`config.mk`:
```
export PLATFORM = sky130hd
export DESIGN_NAME = text_console_char_writer
export DESIGN_NICKNAME = d
export VERILOG_FILES = /design/src/sv/tccw_pkg.sv /design/src/sv/tccw_front.sv /design/src/sv/tccw_queue.sv /design/src/sv/tccw_back.sv /design/src/sv/text_console_char_writer.sv
export SDC_FILE = /design/constraint.sdc
export NUM_CORES = 1
export LEC_CHECK = 0
export BUFFER_PORTS_ARGS = -buffer_cell sky130_fd_sc_hd__buf_4
export CAP_MARGIN = 25
export CORE_ASPECT_RATIO = 1.25
export CORE_MARGIN = 1.5
export CORE_UTILIZATION = 24
export CTS_CLUSTER_SIZE = 8
export DETAILED_ROUTE_END_ITERATION = 6
export SLEW_MARGIN = 10
export SYNTH_ARGS = -nofsm -noshare
export SYNTH_HDL_FRONTEND = slang
export SYNTH_SLANG_ARGS = --single-unit
```
`constraint.sdc`:
```
create_clock -name i_clk -period 8.79 [get_ports i_clk]
set_clock_uncertainty 0.15 [all_clocks]
set_input_delay 0.879 -clock i_clk [delete_from_list [all_inputs] [get_ports i_clk]]
set_output_delay 0.879 -clock i_clk [all_outputs]
set_load 0.05 [all_outputs]
```
`src/sv/tccw_pkg.sv`:
```
`timescale 1ns / 1ps
// ----------------------------------------------------------------------------
// tccw_pkg: shared types and codes of the text console character writer
// Command codes, character codes, register indexes and the item formats that
// pass from the command front end through the queue to the store engine.
// ----------------------------------------------------------------------------
package tccw_pkg;

    localparam logic [1:0] FUNC_PUT   = 2'd0;
    localparam logic [1:0] FUNC_SET   = 2'd1;
    localparam logic [1:0] FUNC_CLEAR = 2'd2;

    localparam logic [7:0] CH_NUL       = 8'h00;
    localparam logic [7:0] CH_BACKSPACE = 8'h08;
    localparam logic [7:0] CH_TAB       = 8'h09;
    localparam logic [7:0] CH_LF        = 8'h0A;
    localparam logic [7:0] CH_CR        = 8'h0D;
    localparam logic [7:0] CH_SPACE     = 8'h20;

    localparam int CFG_IDX_W = 3;
    localparam logic [CFG_IDX_W-1:0] CFG_TEXT_ATTR   = 3'd0;
    localparam logic [CFG_IDX_W-1:0] CFG_SCROLL_TOP  = 3'd1;
    localparam logic [CFG_IDX_W-1:0] CFG_SCROLL_BOT  = 3'd2;
    localparam logic [CFG_IDX_W-1:0] CFG_AUTOSCROLL  = 3'd3;
    localparam logic [CFG_IDX_W-1:0] CFG_DISPLAY_EN  = 3'd4;
    localparam int CFG_DATA_W = 8;

    localparam int QUEUE_DEPTH = 2;
    localparam int QUEUE_AW    = $clog2(QUEUE_DEPTH);

    typedef struct packed {
        logic [1:0] func;
        logic [7:0] char_code;
        logic [6:0] set_col;
        logic [5:0] set_row;
        logic [7:0] fill_attribute;
    } t_cmd;

    typedef struct packed {
        logic        write_valid;
        logic [6:0]  write_col;
        logic [5:0]  write_row;
        logic [15:0] write_value;
        logic        display_write;
        logic [6:0]  cursor_col;
        logic [5:0]  cursor_row;
        logic        refresh_needed;
        logic        write_dropped;
    } t_result;

    // One queued item: the finished result plus the store work it implies.
    typedef struct packed {
        t_result     res;
        logic        do_scroll;
        logic        do_clear;
        logic [5:0]  top;
        logic [6:0]  lim;
        logic [6:0]  lines;
        logic [15:0] fill_value;
    } t_op;

endpackage

```
`src/sv/tccw_front.sv`:
```
`timescale 1ns / 1ps
// ----------------------------------------------------------------------------
// tccw_front: command front end
// Holds the configuration registers and the cursor, decodes each command and
// builds the result plus the store work (cell write, scroll, clear).
// ----------------------------------------------------------------------------
module tccw_front #(
    parameter int COLUMNS  = 80,
    parameter int LINES    = 50,
    parameter int TAB_STOP = 8
) (
    input  logic                           i_clk,
    input  logic                           i_rst_n,
    input  logic                           i_cfg_wen,
    input  logic [tccw_pkg::CFG_IDX_W-1:0]  i_cfg_index,
    input  logic [tccw_pkg::CFG_DATA_W-1:0] i_cfg_data,
    input  logic                           i_accept,
    input  tccw_pkg::t_cmd                 i_cmd,
    output tccw_pkg::t_op                  o_entry
);
    import tccw_pkg::*;

    localparam logic [6:0]  LastCol  = 7'(COLUMNS - 1);
    localparam logic [6:0]  LinesV   = 7'(LINES);
    localparam logic [6:0]  LastRow  = 7'(LINES - 1);
    localparam logic [11:0] ColLimit = 12'(COLUMNS);
    // floor(col / TAB_STOP) as (col * TabMul) >> 12, exact for col below 128
    localparam int          TabMul   = 4096 / TAB_STOP + 1;

    typedef struct packed {
        logic       hit;
        logic       moves;
        logic [6:0] new_row;
        logic [6:0] lines;
    } t_scroll;

    logic [7:0] r_attr;
    logic [5:0] r_top;
    logic [5:0] r_bottom;
    logic       r_autoscroll;
    logic       r_display;
    logic [6:0] r_col, n_col;
    logic [6:0] r_row, n_row;

    logic [6:0]  lim;
    logic [6:0]  inc_row;
    logic [18:0] tab_prod;
    logic [11:0] tab_next;
    t_scroll     scr;
    logic [6:0]  pos_col, pos_row;
    logic        do_write, use_scr, clear, wvalid, dropped;
    logic [15:0] wval;

    function automatic t_scroll scroll_eval(input logic [6:0] row, input logic [6:0] lmt,
                                            input logic [5:0] top, input logic en);
        t_scroll    s;
        logic [6:0] span;
        s.hit = 1'b0;
        s.moves = 1'b0;
        s.new_row = row;
        s.lines = 7'd0;
        span = lmt - {1'b0, top};
        if (en && (row >= lmt)) begin
            s.hit = 1'b1;
            s.lines = row - lmt + 7'd1;
            if ({1'b0, top} < lmt) begin
                s.moves = 1'b1;
                if (s.lines > span) begin
                    s.lines = span;
                end
            end
            s.new_row = lmt - 7'd1;
        end
        return s;
    endfunction

    always_comb begin
        if ({1'b0, r_bottom} > LinesV) begin
            lim = LinesV;
        end else if (r_bottom == 6'd0) begin
            lim = 7'd1;
        end else begin
            lim = {1'b0, r_bottom};
        end
        inc_row  = (r_row < LinesV) ? r_row + 7'd1 : r_row;
        tab_prod = 19'(r_col) * 19'(TabMul);
        tab_next = 12'(({5'd0, tab_prod[18:12]} + 12'd1) * 12'(TAB_STOP));
        scr      = scroll_eval(inc_row, lim, r_top, r_autoscroll);
    end

    always_comb begin
        n_col    = r_col;
        n_row    = r_row;
        pos_col  = r_col;
        pos_row  = r_row;
        do_write = 1'b0;
        use_scr  = 1'b0;
        clear    = 1'b0;
        wval     = 16'd0;
        case (i_cmd.func)
            FUNC_PUT: begin
                case (i_cmd.char_code)
                    CH_BACKSPACE: begin
                        if (r_col != 7'd0) begin
                            n_col = r_col - 7'd1;
                        end else if (r_row != 7'd0) begin
                            n_col = LastCol;
                            n_row = r_row - 7'd1;
                        end
                        pos_col  = n_col;
                        pos_row  = n_row;
                        do_write = 1'b1;
                        wval     = {r_attr, CH_SPACE};
                    end
                    CH_TAB: begin
                        if (tab_next >= ColLimit) begin
                            n_col   = 7'd0;
                            use_scr = 1'b1;
                        end else begin
                            n_col = tab_next[6:0];
                        end
                    end
                    CH_CR: begin
                        n_col = 7'd0;
                    end
                    CH_LF: begin
                        n_col   = 7'd0;
                        use_scr = 1'b1;
                    end
                    CH_NUL: begin
                    end
                    default: begin
                        do_write = 1'b1;
                        wval     = {r_attr, i_cmd.char_code};
                        if (r_col == LastCol) begin
                            n_col   = 7'd0;
                            use_scr = 1'b1;
                        end else begin
                            n_col = r_col + 7'd1;
                        end
                    end
                endcase
            end
            FUNC_SET: begin
                n_col = (i_cmd.set_col > LastCol) ? LastCol : i_cmd.set_col;
                n_row = ({1'b0, i_cmd.set_row} > LastRow) ? LastRow : {1'b0, i_cmd.set_row};
            end
            FUNC_CLEAR: begin
                n_col = 7'd0;
                n_row = 7'd0;
                clear = 1'b1;
            end
            default: begin
            end
        endcase
        if (use_scr) begin
            n_row = scr.new_row;
        end
        wvalid  = do_write && (pos_row < LinesV);
        dropped = do_write && !wvalid;
    end

    always_comb begin
        o_entry.res.write_valid    = wvalid;
        o_entry.res.write_col      = wvalid ? pos_col : 7'd0;
        o_entry.res.write_row      = wvalid ? pos_row[5:0] : 6'd0;
        o_entry.res.write_value    = wvalid ? wval : 16'd0;
        o_entry.res.display_write  = wvalid && r_display;
        o_entry.res.cursor_col     = n_col;
        o_entry.res.cursor_row     = n_row[5:0];
        o_entry.res.refresh_needed = ((use_scr && scr.hit) || clear) && r_display;
        o_entry.res.write_dropped  = dropped;
        o_entry.do_scroll          = use_scr && scr.hit && scr.moves;
        o_entry.do_clear           = clear;
        o_entry.top                = r_top;
        o_entry.lim                = lim;
        o_entry.lines              = scr.lines;
        o_entry.fill_value         = clear ? {i_cmd.fill_attribute, CH_SPACE} : {r_attr, CH_NUL};
    end

    always_ff @(posedge i_clk) begin
        if (!i_rst_n) begin
            r_attr       <= 8'd7;
            r_top        <= 6'd0;
            r_bottom     <= 6'd39;
            r_autoscroll <= 1'b1;
            r_display    <= 1'b1;
            r_col        <= 7'd0;
            r_row        <= 7'd0;
        end else begin
            if (i_cfg_wen) begin
                case (i_cfg_index)
                    CFG_TEXT_ATTR:  r_attr       <= i_cfg_data;
                    CFG_SCROLL_TOP: r_top        <= i_cfg_data[5:0];
                    CFG_SCROLL_BOT: r_bottom     <= i_cfg_data[5:0];
                    CFG_AUTOSCROLL: r_autoscroll <= i_cfg_data[0];
                    CFG_DISPLAY_EN: r_display    <= i_cfg_data[0];
                    default: begin
                    end
                endcase
            end
            if (i_accept) begin
                r_col <= n_col;
                r_row <= n_row;
            end
        end
    end

endmodule

```
`src/sv/tccw_queue.sv`:
```
`timescale 1ns / 1ps
// ----------------------------------------------------------------------------
// tccw_queue: short queue between front end and store engine
// Register FIFO of decoded items; push and pop may happen in one cycle.
// ----------------------------------------------------------------------------
module tccw_queue (
    input  logic          i_clk,
    input  logic          i_rst_n,
    input  logic          i_push,
    input  tccw_pkg::t_op i_entry,
    input  logic          i_pop,
    output tccw_pkg::t_op o_entry,
    output logic          o_full,
    output logic          o_empty
);
    import tccw_pkg::*;

    localparam logic [QUEUE_AW-1:0] LastPtr = QUEUE_AW'(QUEUE_DEPTH - 1);

    t_op                 r_mem [QUEUE_DEPTH];
    logic [QUEUE_AW-1:0] r_wptr, r_rptr;
    logic [QUEUE_AW:0]   r_count;
    logic                do_push, do_pop;

    assign o_full  = (r_count == (QUEUE_AW + 1)'(QUEUE_DEPTH));
    assign o_empty = (r_count == '0);
    assign o_entry = r_mem[r_rptr];
    assign do_push = i_push && !o_full;
    assign do_pop  = i_pop && !o_empty;

    always_ff @(posedge i_clk) begin
        if (do_push) begin
            r_mem[r_wptr] <= i_entry;
        end
    end

    always_ff @(posedge i_clk) begin
        if (!i_rst_n) begin
            r_wptr  <= '0;
            r_rptr  <= '0;
            r_count <= '0;
        end else begin
            if (do_push) begin
                r_wptr <= (r_wptr == LastPtr) ? '0 : r_wptr + 1'b1;
            end
            if (do_pop) begin
                r_rptr <= (r_rptr == LastPtr) ? '0 : r_rptr + 1'b1;
            end
            case ({do_push, do_pop})
                2'b10:   r_count <= r_count + 1'b1;
                2'b01:   r_count <= r_count - 1'b1;
                default: r_count <= r_count;
            endcase
        end
    end

endmodule

```
`src/sv/tccw_back.sv`:
```
`timescale 1ns / 1ps
// ----------------------------------------------------------------------------
// tccw_back: cell store engine
// Owns the cell store, performs cell writes, scroll copies and fill sweeps,
// and holds the result register seen on the output side.
// ----------------------------------------------------------------------------
module tccw_back #(
    parameter int COLUMNS = 80,
    parameter int LINES   = 50
) (
    input  logic              i_clk,
    input  logic              i_rst_n,
    input  logic              i_q_empty,
    input  tccw_pkg::t_op     i_q_entry,
    output logic              o_q_pop,
    input  logic              i_pop,
    output logic              o_empty,
    output tccw_pkg::t_result o_res,
    output logic              o_init_busy
);
    import tccw_pkg::*;

    localparam int DEPTH = COLUMNS * LINES;
    localparam int AW    = $clog2(DEPTH);
    localparam logic [AW-1:0] LastAddr = AW'(DEPTH - 1);

    localparam logic [2:0] S_IDLE  = 3'd0;
    localparam logic [2:0] S_SETUP = 3'd1;
    localparam logic [2:0] S_COPY  = 3'd2;
    localparam logic [2:0] S_DRAIN = 3'd3;
    localparam logic [2:0] S_FILL  = 3'd4;

    logic [15:0]   r_store [DEPTH];
    logic [2:0]    r_state;
    logic          r_init;
    logic          r_out_valid;
    t_result       r_out;
    t_op           r_op;
    logic [AW-1:0] r_dst, r_src, r_fill_start, r_end, r_wr_addr;
    logic [15:0]   r_val, r_rdata;
    logic          r_pend;

    logic          we;
    logic [AW-1:0] waddr;
    logic [15:0]   wdata;

    assign o_q_pop     = (r_state == S_IDLE) && !i_q_empty && (!r_out_valid || i_pop);
    assign o_empty     = !r_out_valid;
    assign o_res       = r_out;
    assign o_init_busy = r_init;

    always_comb begin
        we    = 1'b0;
        waddr = r_dst;
        wdata = r_val;
        case (r_state)
            S_IDLE: begin
                we    = o_q_pop && i_q_entry.res.write_valid;
                waddr = AW'(32'(i_q_entry.res.write_row) * COLUMNS
                            + 32'(i_q_entry.res.write_col));
                wdata = i_q_entry.res.write_value;
            end
            S_COPY, S_DRAIN: begin
                we    = r_pend;
                waddr = r_wr_addr;
                wdata = r_rdata;
            end
            S_FILL: begin
                we = 1'b1;
            end
            default: begin
            end
        endcase
    end

    always_ff @(posedge i_clk) begin
        if (we) begin
            r_store[waddr] <= wdata;
        end
        r_rdata <= r_store[r_src];
    end

    always_ff @(posedge i_clk) begin
        if (!i_rst_n) begin
            r_state     <= S_FILL;
            r_init      <= 1'b1;
            r_out_valid <= 1'b0;
            r_pend      <= 1'b0;
            r_dst       <= '0;
            r_end       <= LastAddr;
            r_val       <= 16'd0;
        end else begin
            if (o_q_pop) begin
                r_out       <= i_q_entry.res;
                r_out_valid <= 1'b1;
                r_op        <= i_q_entry;
            end else if (i_pop) begin
                r_out_valid <= 1'b0;
            end
            case (r_state)
                S_IDLE: begin
                    if (o_q_pop) begin
                        if (i_q_entry.do_clear) begin
                            r_dst   <= '0;
                            r_end   <= LastAddr;
                            r_val   <= i_q_entry.fill_value;
                            r_state <= S_FILL;
                        end else if (i_q_entry.do_scroll) begin
                            r_state <= S_SETUP;
                        end
                    end
                end
                S_SETUP: begin
                    // fill rows [top, lim-lines) from the rows lines further down, then blank [lim-lines, lim)
                    r_dst        <= AW'(32'(r_op.top) * COLUMNS);
                    r_src        <= AW'((32'(r_op.top) + 32'(r_op.lines)) * COLUMNS);
                    r_fill_start <= AW'((32'(r_op.lim) - 32'(r_op.lines)) * COLUMNS);
                    r_end        <= AW'(32'(r_op.lim) * COLUMNS - 1);
                    r_val        <= r_op.fill_value;
                    r_state      <= (r_op.lim - r_op.lines > {1'b0, r_op.top}) ? S_COPY
                                                                               : S_FILL;
                end
                S_COPY: begin
                    r_src     <= r_src + 1'b1;
                    r_wr_addr <= r_dst;
                    r_pend    <= 1'b1;
                    r_dst     <= r_dst + 1'b1;
                    if (r_dst + 1'b1 == r_fill_start) begin
                        r_state <= S_DRAIN;
                    end
                end
                S_DRAIN: begin
                    r_pend  <= 1'b0;
                    r_state <= S_FILL;
                end
                S_FILL: begin
                    if (r_dst == r_end) begin
                        r_init  <= 1'b0;
                        r_state <= S_IDLE;
                    end else begin
                        r_dst <= r_dst + 1'b1;
                    end
                end
                default: begin
                    r_state <= S_IDLE;
                end
            endcase
        end
    end

    a_no_pop_in_init: assert property (@(posedge i_clk) disable iff (!i_rst_n)
        r_init |-> !o_q_pop)
        else $error("queue popped during store initialization");

    a_pend_scope: assert property (@(posedge i_clk) disable iff (!i_rst_n)
        r_pend |-> (r_state == S_COPY || r_state == S_DRAIN))
        else $error("pending copy write outside copy sweep");

    a_copy_order: assert property (@(posedge i_clk) disable iff (!i_rst_n)
        (r_state == S_COPY) |-> (r_src > r_dst))
        else $error("scroll copy source not ahead of destination");

    a_fill_bound: assert property (@(posedge i_clk) disable iff (!i_rst_n)
        (r_state == S_FILL) |-> (r_dst <= r_end))
        else $error("fill sweep ran past its end");

endmodule

```
`src/sv/text_console_char_writer.sv`:
```
`timescale 1ns / 1ps
// ----------------------------------------------------------------------------
// text_console_char_writer: text console cell store and cursor
// Usage:
//   Commands enter on a queue-style port: an item is taken at a clock edge
//   with push high and full low. Results leave the same way: while empty is
//   low the oldest result is on the o_ result ports, taken when pop is high.
//   Configuration is written through i_cfg_wen / i_cfg_index / i_cfg_data;
//   the user must write it only while the block is idle; the block does not
//   enforce this. Plain characters, cursor moves and control codes sustain
//   one item per cycle, and the store engine one cell write per cycle from a
//   two-entry command queue, while pop drains results and no scroll or clear
//   keeps the engine busy. A scroll keeps it busy while it copies rows up
//   within scroll_top..limit and blanks the freed rows, where limit is
//   scroll_bottom kept within 1..LINES; a clear keeps it busy while it fills
//   the store. Both walks write one cell per cycle through the single store
//   write port. While the store is zeroed after reset, full stays high. If
//   the receiver stalls, one result is held and the queue fills, after which
//   full rises until pop drains it.
// ----------------------------------------------------------------------------
module text_console_char_writer #(
    parameter int COLUMNS  = 80,
    parameter int LINES    = 50,
    parameter int TAB_STOP = 8
) (
    input  logic                           i_clk,
    input  logic                           i_rst_n,
    input  logic                           i_cfg_wen,
    input  logic [tccw_pkg::CFG_IDX_W-1:0]  i_cfg_index,
    input  logic [tccw_pkg::CFG_DATA_W-1:0] i_cfg_data,
    input  logic                           push,
    output logic                           full,
    input  logic [1:0]                     i_func,
    input  logic [7:0]                     i_char_code,
    input  logic [6:0]                     i_set_col,
    input  logic [5:0]                     i_set_row,
    input  logic [7:0]                     i_fill_attribute,
    output logic                           empty,
    input  logic                           pop,
    output logic                           o_write_valid,
    output logic [6:0]                     o_write_col,
    output logic [5:0]                     o_write_row,
    output logic [15:0]                    o_write_value,
    output logic                           o_display_write,
    output logic [6:0]                     o_cursor_col,
    output logic [5:0]                     o_cursor_row,
    output logic                           o_refresh_needed,
    output logic                           o_write_dropped
);
    import tccw_pkg::*;

    t_cmd    cmd;
    t_op     front_entry, q_entry;
    t_result res;
    logic    accept, q_full, q_empty, q_pop, init_busy;

    assign cmd.func           = i_func;
    assign cmd.char_code      = i_char_code;
    assign cmd.set_col        = i_set_col;
    assign cmd.set_row        = i_set_row;
    assign cmd.fill_attribute = i_fill_attribute;

    assign full   = q_full || init_busy;
    assign accept = push && !full;

    tccw_front #(
        .COLUMNS  (COLUMNS),
        .LINES    (LINES),
        .TAB_STOP (TAB_STOP)
    ) u_front (
        .i_clk       (i_clk),
        .i_rst_n     (i_rst_n),
        .i_cfg_wen   (i_cfg_wen),
        .i_cfg_index (i_cfg_index),
        .i_cfg_data  (i_cfg_data),
        .i_accept    (accept),
        .i_cmd       (cmd),
        .o_entry     (front_entry)
    );

    tccw_queue u_queue (
        .i_clk   (i_clk),
        .i_rst_n (i_rst_n),
        .i_push  (accept),
        .i_entry (front_entry),
        .i_pop   (q_pop),
        .o_entry (q_entry),
        .o_full  (q_full),
        .o_empty (q_empty)
    );

    tccw_back #(
        .COLUMNS (COLUMNS),
        .LINES   (LINES)
    ) u_back (
        .i_clk       (i_clk),
        .i_rst_n     (i_rst_n),
        .i_q_empty   (q_empty),
        .i_q_entry   (q_entry),
        .o_q_pop     (q_pop),
        .i_pop       (pop),
        .o_empty     (empty),
        .o_res       (res),
        .o_init_busy (init_busy)
    );

    assign o_write_valid    = res.write_valid;
    assign o_write_col      = res.write_col;
    assign o_write_row      = res.write_row;
    assign o_write_value    = res.write_value;
    assign o_display_write  = res.display_write;
    assign o_cursor_col     = res.cursor_col;
    assign o_cursor_row     = res.cursor_row;
    assign o_refresh_needed = res.refresh_needed;
    assign o_write_dropped  = res.write_dropped;

endmodule
```
==> impl_results.rst <==
.. list-table::
   :header-rows: 1

   * - Metric
     - Value
   * - Run status
     - finished, final reports clean
   * - Max Root-Sink Buffers
     - 3
   * - Average cell area after synthesis
     - 11.2 um^2
   * - Areal power density over the cells
     - 171 nW/um^2
   * - Clock edge transition at the registers on the reported setup and hold paths
     - 0.06 ns
   * - Clock network latency to the later pin of the worst-skew pair
     - 0.54 ns
   * - Switching power
     - about 620 uW
   * - Clock buffers created by TritonCTS
     - 40
   * - Critical path arrival
     - 4.78 ns
   * - Dominant synthesized flop cell
     - sky130_fd_sc_hd__edfxtp_1
   * - Commonest non-fill, non-tap cell in the layout
     - sky130_fd_sc_hd__edfxtp_1
   * - DRT antenna net count
     - 0
   * - Max VDD drop
     - 0.113 mV
   * - Via count
     - 10,000
   * - Total I/O pin count
     - 95
   * - Routed length per instance
     - 16.9 um
   * - Die Y
     - around 280 um
   * - Post-synthesis sequential area ratio
     - 52.5%
   * - Maximum operating frequency
     - 213 MHz
   * - Pin count of the biggest net entering global routing
     - 69
   * - Area Overhead vs Synth
     - 18.0%
   * - Commonest non-fill, non-tap cells in the layout
     - 207 x sky130_fd_sc_hd__edfxtp_1, 97 x sky130_fd_sc_hd__nand2_1, 93 x sky130_fd_sc_hd__buf_4, 80 x sky130_fd_sc_hd__nor2_1
   * - Warnings, synthesis
     - 0
   * - Leakage power
     - 6.16 nW
   * - CTS Root Cell
     - sky130_fd_sc_hd__clkbuf_16
   * - Crit path max-delay cell type
     - sky130_fd_sc_hd__dfxtp_1
   * - Number of max-slew violations in the final report
     - 0
   * - Setup-violating endpoint count in the final report
     - 0
   * - Die width
     - 222 um
   * - Number of distinct library cells after synthesis
     - 81
   * - TritonCTS clock tree
     - yes
   * - Via count normalized by instance count
     - around 4.7
   * - Cell Int Power
     - 2.28 mW
   * - Storage cell area
     - 7540 um^2
   * - Startpoint kind of the worst setup timing path
     - register
   * - Hold_buf cts
     - 0
   * - Transition at the pin with the smallest max-transition slack
     - 0.988 ns
   * - Net count of the finished layout
     - 1,488
   * - Delay contributed by the slowest stage of the critical path
     - between 0.5 and 0.6 ns
   * - Type of the worst min-delay path
     - register to register
   * - Overall die area
     - about 60,000 um^2
   * - Global-route wire length before repair
     - 56.8 mm
   * - Critical path cell sequence
     - inv_1 > ha_1 > a21oi_1 > inv_1 > ha_1 > inv_1 > ha_1 > fa_1 > a21oi_1 > nor2_1 > nor2_1 > xnor2_1 > ha_1 > nand4_1 > a21oi_1 > nor2_1 > a21oi_1 > o21a_1 > mux2i_1 > nor2_1
   * - Overall routed net length
     - between 30 and 40 mm
   * - Clock Power Share
     - 48.8%
   * - Final count of hold timing violations
     - 0
   * - Post-synth design cell area
     - 14,400 um^2
   * - Category of the worst setup path capture point
     - register
   * - Share of the clock period used by the worst path after layout
     - 53.4%
   * - GRT Util Overall
     - 11.6%
   * - EDFF count, synth
     - 207
   * - Detailed placement HPWL
     - 25.9 mm
   * - Total Power Consumption
     - between 2 and 3 mW
   * - Part of the total power dissipated in combinational logic
     - 3.5%
   * - Depth of the CTS H-tree
     - 2
   * - Sink Count
     - around 270
   * - Ratio of cells with drive above 1 in the final layout
     - 16.8%
   * - CP required
     - just under 9 ns
   * - FFs w/ async S/R, synth
     - 0%
   * - CP max FO
     - 10
   * - Number of antenna violations at the first check in global routing
     - 1
   * - Remaining DRCs
     - 0
   * - Post-Place Worst Slack
     - 4.13 ns
   * - Total nets after synthesis
     - approximately 1,400
   * - Time the worst path needs with I/O delays and setup
     - 4.69 ns
   * - Flop and latch count out of synthesis
     - about 270
   * - Final weighted congestion in routability-driven placement
     - 0.874
   * - Post-synthesis instance total
     - ~1,300
   * - Switching power as a share of total power
     - 21.4%
   * - First-pass iteration count of the detailed router
     - 5
   * - # resized after CTS
     - 0
   * - Kind of critical path
     - register to register
   * - Buffers added on ports
     - 86
   * - Final setup TNS
     - 0 ns
   * - Floorplan core area
     - 59,300 um^2
   * - Iter 0 DRT Violations
     - between 700 and 800
   * - Row Count
     - 100
   * - Total congestion overflow
     - 0
   * - Post-layout utilization of the core
     - 28.6%
   * - Number of fill cells
     - 6,184
   * - Effective utilization at floorplan
     - 24.2%
   * - Share of total power in sequential cells
     - 47.7%
   * - Multi-input gate area in the final layout
     - 6290 um^2
   * - Final setup slack of the worst path
     - slightly above 4 ns
   * - Max cap viols
     - 0
   * - RSZ-0062 raised after global routing
     - false
   * - Number of post-CTS setup repair buffers
     - 0
   * - Number of global-route vias before repair
     - approximately 10,000
   * - Rel. slew slack
     - 34.1%
   * - Worst-case hold slack
     - 0.295 ns
-- cells in the mapped netlist, types with 11 or more instances --
cell,count,area share (%)
sky130_fd_sc_hd__nor2b_1,29,1.3
sky130_fd_sc_hd__ha_1,75,6.5
sky130_fd_sc_hd__nand2b_1,13,0.57
sky130_fd_sc_hd__xnor2_1,35,2.1
sky130_fd_sc_hd__a21oi_1,62,2.2
sky130_fd_sc_hd__nor3b_1,11,0.57
sky130_fd_sc_hd__inv_1,75,2.0
sky130_fd_sc_hd__dfxtp_1,66,9.2
sky130_fd_sc_hd__mux2i_1,29,2.0
sky130_fd_sc_hd__a21o_1,15,0.78
sky130_fd_sc_hd__o21ai_0,54,1.9
sky130_fd_sc_hd__clkbuf_1,56,1.5
sky130_fd_sc_hd__nor2_1,81,2.1
sky130_fd_sc_hd__nor3_1,27,0.94
sky130_fd_sc_hd__nand3_1,30,1.0
sky130_fd_sc_hd__a211oi_1,12,0.63
sky130_fd_sc_hd__and2_1,32,1.4
sky130_fd_sc_hd__xor2_1,24,1.5
sky130_fd_sc_hd__or3_1,12,0.52
sky130_fd_sc_hd__nand2_1,97,2.5
sky130_fd_sc_hd__a31oi_1,13,0.57
sky130_fd_sc_hd__edfxtp_1,207,43
sky130_fd_sc_hd__a21boi_0,16,0.84
sky130_fd_sc_hd__o22ai_1,14,0.61
sky130_fd_sc_hd__mux2_2,69,5.4
-- critical path: cells and delay by family (launching register included) --
kind | cells | cell delay (ns)
DFF | 1 | 0.51
AOI/OAI and AO/OA | 5 | 1.14
muxes | 1 | 0.22
xor gates and xnor gates | 1 | 0.11
and+or+nand+nor | 5 | 0.42
adders and majority gates | 5 | 1.57
buffers and inverters | 3 | 0.28
-- kinds of logic (layout without fill, tap and decap cells) --
logic type	Yosys count	after routing	share of synthesized area (%)
muxes	98	98	7.43
xor gates and xnor gates	59	59	3.60
other	0	1	0
adders and majority gates	82	82	7.51
AOI/OAI and AO/OA	257	257	11.7
DFF	273	273	52.5
and+or+nand+nor	379	379	13.5
buffers and inverters	139	241	3.77
-- sequential cells by signal, indices dropped and copies added, names as in the netlist, named ones only --
| name | count |
|---|---|
| u_queue.r_mem | 134 |
| u_back.o_res | 46 |
| u_back.r_op | 19 |
| u_back.r_dst | 12 |
| u_back.r_end | 8 |
| u_back.r_fill_start | 8 |
| u_front.r_attr | 8 |
| u_front.r_col | 7 |
| u_front.r_row | 7 |
| u_front.r_bottom | 6 |
| u_front.r_top | 6 |
| u_back.r_state | 3 |
| u_queue.r_count | 2 |
| u_back.o_init_busy | 1 |
| u_back.r_out_valid | 1 |
| u_front.r_autoscroll | 1 |
| u_front.r_display | 1 |
| u_queue.r_rptr | 1 |
| u_queue.r_wptr | 1 |
-- layer usage --
| metal | GRT usage (%) | part of all wire, % | vias up |
|---|---|---|---|
| met5 | 0 | 0.036 | - |
| met4 | 3.85 | 2.5 | 2 |
| met3 | 2.03 | 5.2 | 66 |
| met2 | 20.6 | 50 | 277 |
| met1 | 14.1 | 43 | 4859 |
| li1 | - | - | 4841 |
-- final timing paths --
kind / cells past startpoint / slack, ns / start / to
max: 20 / 4.10 / u_front.r_row[0] / u_queue.r_mem[1][17]
min: 2 / 0.30 / u_back.o_init_busy / u_back.o_init_busy
max reg2reg: 20 / 4.10 / u_front.r_row[0] / u_queue.r_mem[1][17]
min reg2reg: 2 / 0.30 / u_back.o_init_busy / u_back.o_init_busy
-- power groups by stage --
stage          clock network [mW]  logic, mW  registers, mW
3_3_place_gp                    0     0.0992           1.41
6_report                     1.42      0.101           1.38
3_5_place_dp                    0      0.101           1.41
4_1_cts                      1.46      0.101           1.38
2_1_floorplan                   0     0.0606           1.41
5_1_grt                      1.51      0.112           1.38
-- per-stage QoR --
stage,instances,cell area [um^2]
2_1_floorplan,1287,14400
3_3_place_gp,2081,15800
3_5_place_dp,2081,15800
4_1_cts,2153,16900
5_1_grt,2154,16900
6_report,2155,16900
-- area by class of cell --
cell class,instances,area share (%)
inverter,76,1.68
sequential,273,44.5
clock inverter,4,0.295
multi-input combinational,875,37.1
antenna,1,0.0148
timing repair buffer,93,4.12
clock buffer,68,6.59
tap,765,5.65
(Power assumes the default switching activity.)
